<file path="src/rtl/tbsa_pkg.sv">
// package for the two-button setpoint adjuster: words, config codes, button step
`timescale 1ns / 1ps
`default_nettype none

package tbsa_pkg;

	localparam int CNT_W = 8;
	localparam int SP_W = 8;
	localparam int STEP_W = 7;
	localparam int PADDR_W = 4;
	localparam int PDATA_W = 32;

	localparam logic [CNT_W-1:0] COUNT_MAX = 8'd255;
	localparam logic [SP_W-1:0] SETPOINT_RESET = 8'hF7;

	localparam logic [CNT_W-1:0] PRESS_TH_RESET = 8'd5;
	localparam logic [CNT_W-1:0] HOLD_TH_RESET = 8'd20;
	localparam logic [CNT_W-1:0] REPEAT_DELAY_RESET = 8'd70;
	localparam logic [STEP_W-1:0] COARSE_STEP_RESET = 7'd10;

	typedef enum logic [1:0] {
		REG_PRESS_TH = 2'd0,
		REG_HOLD_TH = 2'd1,
		REG_REPEAT_DELAY = 2'd2,
		REG_COARSE_STEP = 2'd3
	} reg_idx_t;

	typedef struct packed {
		logic plus_down;
		logic minus_down;
	} tick_word_t;

	typedef struct packed {
		logic signed [SP_W-1:0] setpoint;
		logic plus_pressed;
		logic plus_held;
		logic minus_pressed;
		logic minus_held;
	} result_word_t;

	typedef struct packed {
		logic [CNT_W-1:0] press_th;
		logic [CNT_W-1:0] hold_th;
		logic [CNT_W-1:0] repeat_delay;
		logic [STEP_W-1:0] coarse_step;
	} cfg_t;

	typedef struct packed {
		logic [CNT_W-1:0] count;
		logic [CNT_W-1:0] repeat_cnt;
		logic press;
		logic hold;
	} button_t;

	typedef struct packed {
		button_t btn;
		logic [SP_W-1:0] delta;
	} button_step_t;

	// one tick of one button; delta is unsigned magnitude, caller applies direction
	function automatic button_step_t button_tick(button_t b, logic down, cfg_t cfg);
		button_step_t r;
		logic [CNT_W-1:0] cnt_n;
		logic [CNT_W-1:0] rep_n;
		r.btn = b;
		r.delta = '0;
		cnt_n = (b.count < COUNT_MAX) ? b.count + 1'b1 : b.count;
		rep_n = b.repeat_cnt + 1'b1;
		if (down) begin
			r.btn.count = cnt_n;
			if (cnt_n > cfg.press_th) begin
				r.btn.press = 1'b1;
			end
			if (cnt_n > cfg.hold_th) begin
				r.btn.hold = 1'b1;
				if (rep_n > cfg.repeat_delay) begin
					r.delta = {1'b0, cfg.coarse_step};
					r.btn.repeat_cnt = '0;
				end else begin
					r.btn.repeat_cnt = rep_n;
				end
			end
		end else begin
			if (b.press && !b.hold) begin
				r.delta = {{(SP_W-1){1'b0}}, 1'b1};
			end
			r.btn = '0;
		end
		return r;
	endfunction

endpackage

`default_nettype wire

</file>
<file path="src/rtl/two_button_setpoint_adjuster.sv">
// top level of the two-button setpoint adjuster with apb config registers
`timescale 1ns / 1ps
`default_nettype none

// an accepted tick word's result word is registered directly into the output register
// throughput: one tick word per cycle; tick_ready stays high while the output register
//   is empty or its word is taken in the same cycle
// the button state and setpoint update in the accept cycle, so only a stalled output register limits the rate
// reset: setpoint to -9, button counts and flags to zero, config registers to their defaults
module two_button_setpoint_adjuster (
	input wire logic clk,
	input wire logic arst_n,
	// tick channel
	input wire logic tick_valid,
	output logic tick_ready,
	input wire tbsa_pkg::tick_word_t tick,
	// result channel
	output logic result_valid,
	input wire logic result_ready,
	output tbsa_pkg::result_word_t result,
	// apb config port
	input wire logic psel,
	input wire logic penable,
	input wire logic pwrite,
	input wire logic [tbsa_pkg::PADDR_W-1:0] paddr,
	input wire logic [tbsa_pkg::PDATA_W-1:0] pwdata,
	output logic [tbsa_pkg::PDATA_W-1:0] prdata,
	output logic pready
);

	// config registers
	tbsa_pkg::cfg_t cfg_q;

	// button and setpoint state
	tbsa_pkg::button_t plus_q;
	tbsa_pkg::button_t minus_q;
	logic [tbsa_pkg::SP_W-1:0] setpoint_q;

	// output register
	logic out_valid_q;
	tbsa_pkg::result_word_t out_word_q;

	// next-state logic
	tbsa_pkg::button_step_t plus_step;
	tbsa_pkg::button_step_t minus_step;
	logic [tbsa_pkg::SP_W-1:0] setpoint_n;
	logic tick_acc;
	logic cfg_wr;
	tbsa_pkg::reg_idx_t reg_idx;

	assign pready = 1'b1;
	assign reg_idx = tbsa_pkg::reg_idx_t'(paddr[3:2]);
	assign cfg_wr = psel && penable && pwrite;

	// register read mux
	always_comb begin
		prdata = '0;
		unique case (reg_idx)
			tbsa_pkg::REG_PRESS_TH: prdata = {24'd0, cfg_q.press_th};
			tbsa_pkg::REG_HOLD_TH: prdata = {24'd0, cfg_q.hold_th};
			tbsa_pkg::REG_REPEAT_DELAY: prdata = {24'd0, cfg_q.repeat_delay};
			tbsa_pkg::REG_COARSE_STEP: prdata = {25'd0, cfg_q.coarse_step};
		endcase
	end

	always_ff @(posedge clk or negedge arst_n) begin
		if (!arst_n) begin
			cfg_q.press_th <= tbsa_pkg::PRESS_TH_RESET;
			cfg_q.hold_th <= tbsa_pkg::HOLD_TH_RESET;
			cfg_q.repeat_delay <= tbsa_pkg::REPEAT_DELAY_RESET;
			cfg_q.coarse_step <= tbsa_pkg::COARSE_STEP_RESET;
		end else if (cfg_wr) begin
			unique case (reg_idx)
				tbsa_pkg::REG_PRESS_TH: cfg_q.press_th <= pwdata[7:0];
				tbsa_pkg::REG_HOLD_TH: cfg_q.hold_th <= pwdata[7:0];
				tbsa_pkg::REG_REPEAT_DELAY: cfg_q.repeat_delay <= pwdata[7:0];
				tbsa_pkg::REG_COARSE_STEP: cfg_q.coarse_step <= pwdata[6:0];
			endcase
		end
	end

	// output register acts as the decoupling stage: take a new word when it frees up
	assign tick_ready = !out_valid_q || result_ready;
	assign tick_acc = tick_valid && tick_ready;

	// plus is handled first, then minus; setpoint wraps mod 256
	always_comb begin
		plus_step = tbsa_pkg::button_tick(plus_q, tick.plus_down, cfg_q);
		minus_step = tbsa_pkg::button_tick(minus_q, tick.minus_down, cfg_q);
		setpoint_n = setpoint_q + plus_step.delta - minus_step.delta;
	end

	always_ff @(posedge clk or negedge arst_n) begin
		if (!arst_n) begin
			plus_q <= '0;
			minus_q <= '0;
			setpoint_q <= tbsa_pkg::SETPOINT_RESET;
			out_valid_q <= 1'b0;
		end else begin
			if (tick_acc) begin
				plus_q <= plus_step.btn;
				minus_q <= minus_step.btn;
				setpoint_q <= setpoint_n;
				out_valid_q <= 1'b1;
			end else if (result_ready) begin
				out_valid_q <= 1'b0;
			end
		end
	end

	// result payload, no reset needed
	always_ff @(posedge clk) begin
		if (tick_acc) begin
			out_word_q.setpoint <= setpoint_n;
			out_word_q.plus_pressed <= plus_step.btn.press;
			out_word_q.plus_held <= plus_step.btn.hold;
			out_word_q.minus_pressed <= minus_step.btn.press;
			out_word_q.minus_held <= minus_step.btn.hold;
		end
	end

	assign result_valid = out_valid_q;
	assign result = out_word_q;

endmodule

`default_nettype wire
</file>
<file path="config.mk">
export PLATFORM = sky130hd
export DESIGN_NAME = two_button_setpoint_adjuster
export DESIGN_NICKNAME = d
export VERILOG_FILES = /design/src/rtl/tbsa_pkg.sv /design/src/rtl/two_button_setpoint_adjuster.sv
export SDC_FILE = /design/constraint.sdc
export NUM_CORES = 1
export LEC_CHECK = 0
export ABC_AREA = 1
export ABC_CLOCK_PERIOD_IN_PS = 5360
export BUFFER_PORTS_ARGS = -buffer_cell sky130_fd_sc_hd__clkbuf_2
export CAP_MARGIN = 20
export CORE_UTILIZATION = 30
export DETAILED_ROUTE_END_ITERATION = 7
export GPL_TIMING_DRIVEN = 0
export SLEW_MARGIN = 20
export SYNTH_ARGS = -nofsm -noshare
export SYNTH_HDL_FRONTEND = slang
export SYNTH_SLANG_ARGS = --single-unit
</file>
<file path="constraint.sdc">
create_clock -name clk -period 5.36 [get_ports clk]
set_input_delay 1.072 -clock clk [delete_from_list [all_inputs] [get_ports clk]]
set_output_delay 1.072 -clock clk [all_outputs]
set_load 0.02 [all_outputs]
</file>
==> summary.md <==
| Metric | Value |
|---|---|
| Result of the run | `complete, no violations` |
| Max Freq | `235 MHz` |
| Top post-synthesis cells by count | `nand2_1 (217), inv_1 (100), dfrtp_1 (60), ha_1 (60), nor2_1 (38)` |
| Total Routed Length | `14800 um` |
| Number of buffers on the longest clock path | `2` |
| Share of cells above drive strength 1 | `0.178` |
| DRC marker count from the first detailed-route iteration | `259` |
| Final std cells w/o fill | `1125` |
| Final number of hold-violating endpoints | `0` |
| Floorplan die area | `21500 sq um` |
| Antenna violations before repair | `0` |
| Maximum fanout count along the critical path | `7` |
| Routed via count divided by cell count | `4.46` |
| Switching share of power | `0.389` |
| Lkg Pwr | `3.76 nW` |
| Post-route fraction of the period consumed by the critical path | `0.795` |
| Initial DRT Pass Iterations | `4` |
| Largest net degree at the start of global routing | `49` |
| Reg2Reg Setup Slack | `1.10 ns` |
| Total power per unit cell area | `396 nW/um^2` |
| Remaining antenna violation count after routing | `0` |
| Endpoint type of the worst setup path | `register` |
| Number of global-route vias before repair | `4834` |
| Clk Tree Root Cell | `clkbuf_16` |
| Final HPWL from detailed placement | `11500 um` |
| Ant. Diodes | `0` |
| Leading cell types by total area after synthesis | `dfrtp_1 (24%), nand2_1 (13%), ha_1 (12%), dfstp_2 (6.7%), inv_1 (6.0%)` |
| Source-to-sink clock delay at the later pin of the worst-skew pair | `0.35 ns` |
| Multi-input gate area in the final layout | `3410 sq um` |
| Flop pwr share | `0.346` |
| Port buffer count | `40` |
| Total net switching power | `1.12 mW` |
| Synthesis-to-layout area growth | `15.7%` |
| Largest clock skew in the final design | `0.0106 ns` |
| Core box area | `20400 sq um` |
| Max cap viols | `0` |
| Yosys top cell area share | `0.240` |
| Clock slew seen by the registers of the worst setup and hold paths | `0.07 ns` |
| Count of cell types in the netlist | `46` |
| Combinational cell fraction of total power | `0.411` |
| Top-count cell post-synth | `nand2_1` |
| I/O pin count | `92` |
| Die height | `147 um` |
| Synthesized area divided by synthesized cell count | `8.09 sq um` |
| Number of buffers inserted for hold repair after clock tree synthesis | `0` |
| Clock network power share | `0.243` |
| Commonest register cell after synthesis | `dfrtp_1` |
| FFs w/ async S/R, synth | `0.864` |
| Number of H-tree levels | `3` |
| Clock tree from TritonCTS | `yes` |
| Remaining design rule violation count | `0` |
| Arr. time, crit path | `4.36 ns` |
| Post-cts sizing count | `0` |
| Post-synthesis instance area | `6270 sq um` |
| GRT Overall Usage | `0.147` |
| Number of register bits inferred by synthesis | `88` |
| Layout Nets | `962` |
| Setup repair after global routing missed its margin | `false` |
| Total via count in the routed design | `5013` |
| Yosys warnings | `0` |
| Kind of start point of the critical path | `register` |
| Overflow after GRT | `0` |
| Reg area | `2280 sq um` |
| Startpoint-to-endpoint class of the critical path | `register to register` |
| Biggest area consumer among synthesized cells | `dfrtp_1` |
| Wire length of the first global-routing pass | `24700 um` |
| Max Transition Viols Final | `0` |
| Horiz. Die Dim | `147 um` |
| Clock buffers created by TritonCTS | `9` |
| Core utilization of the finished layout | `0.356` |
| Routed wire per std cell | `13.2 um` |
| Standard-cell rows | `52` |
| Internal | `1.75 mW` |
| Final setup violation count | `0` |
| Seq/Total Area, Yosys | `0.364` |
| Shortest period the worst path allows | `4.26 ns` |
| Fillcell total | `2129` |
| Total negative setup slack | `0 ns` |
| Cell count after placement | `1109` |
| Post-CTS setup buffers | `0` |
| Sinks on Clock Net | `88` |
| Gpl congestion | `0.884` |
| Worst min path class | `register to register` |
| Critical path required time | `5.46 ns` |
| Number of standard cells after synthesis | `775` |
| Number of flops mapped to enable cells by yosys | `12` |
| Starting density of the core | `0.308` |
| Worst ir drop on vdd | `0.234 mV` |
power by group through the flow:
stage,registers (mW),clock network [mW],logic (mW)
6_report,0.992,0.698,1.18
5_1_grt,1.01,0.740,1.35
4_1_cts,0.992,0.718,1.18
3_5_place_dp,1.00,0,1.17
3_3_place_gp,0.999,0,1.15
2_1_floorplan,1.01,0,0.849
cell usage in the layout, fill, tap and decap left out, drive strengths merged, types with 8 or more instances in the layout:
cell type / instances
dfstp: 16
nor2: 50
nand2: 228
conb: 25
edfxtp: 12
o21ai: 50
ha: 60
nand3: 30
nand4: 10
inv: 110
xor2: 19
a22o: 8
dfrtp: 60
clkbuf: 54
buf: 34
a21oi: 37
flip-flops by register name, summed over array words and instances, names as in the netlist:
| signal | cells |
|---|---|
| cfg_q | 31 |
| result | 12 |
| setpoint_q | 8 |
| minus_q | 18 |
| result_valid | 1 |
| plus_q | 18 |
layer usage:
metal | part of all wire | wire (um) | track usage
met5 | 0 | 0 | 0
met2 | 0.41 | 6120 | 0.217
met3 | 0.038 | 564 | 0.0288
met4 | 0.013 | 200 | 0.0401
met1 | 0.54 | 7960 | 0.217
final timing paths:
kind / endpoint / startpoint / cells past startpoint
worst max-delay path: result[9]$_DFFE_PP_ / plus_q[10]$_DFFE_PN0P_ / 23
worst min-delay path: setpoint_q[0]$_DFFE_PN1P_ / setpoint_q[0]$_DFFE_PN1P_ / 2
worst max register to register: result[9]$_DFFE_PP_ / plus_q[10]$_DFFE_PN0P_ / 23
worst min register to register: setpoint_q[0]$_DFFE_PN1P_ / setpoint_q[0]$_DFFE_PN1P_ / 2
max in group asynchronous: setpoint_q[7]$_DFFE_PN1P_ / arst_n / 2
min in group asynchronous: cfg_q[29]$_DFFE_PN0P_ / arst_n / 1
cell type report:
| class | instances | area share |
|---|---|---|
| clock buffers | 13 | 0.0361 |
| repair buffers | 41 | 0.0318 |
| multi-input cells | 566 | 0.471 |
| inverters | 110 | 0.0570 |
| clock inverters | 3 | 0.00898 |
| flip-flops and latches | 88 | 0.315 |
| plain buffers | 34 | 0.0342 |
| well taps | 270 | 0.0466 |
cell families after synthesis:
| logic type | synth area share |
|---|---|
| xor+xnor | 0.0317 |
| simple gates | 0.238 |
| fa+ha+maj | 0.142 |
| buf+inv | 0.105 |
| compound gates | 0.117 |
| flops | 0.364 |
| other cells | 0.00120 |
critical path, cell delays in order, from the launching register on:
cell and delay (ns):
dfrtp_1 0.40, ha_1 0.24, nand3_2 0.13, nor2_4 0.05, nand3_4 0.10, inv_2 0.07, a21oi_1 0.16, inv_1 0.09
ha_1 0.30, nand2_1 0.08, nor2_1 0.17, nand2_1 0.07, nand2_1 0.07, nand2_2 0.13, inv_1 0.18, nand3_1 0.12
fa_1 0.50, inv_1 0.04, ha_1 0.33, or2_1 0.24, nand2_1 0.10, o21ai_1 0.08, or2_1 0.22, and2_1 0.15
through the flow:
stage          instance area, sq um  power, mW  hold slack, ns  setup slack, ns
2_1_floorplan                  6350       1.86           0.450             1.52
3_3_place_gp                   6890       2.15           0.457             1.14
4_1_cts                        7250       2.89           0.477             1.10
5_1_grt                        7250       3.10           0.498            0.750
6_report                       7250       2.87           0.476             1.10
3_5_place_dp                   6920       2.18           0.469             1.12
Power figures use the tool's default switching activity.
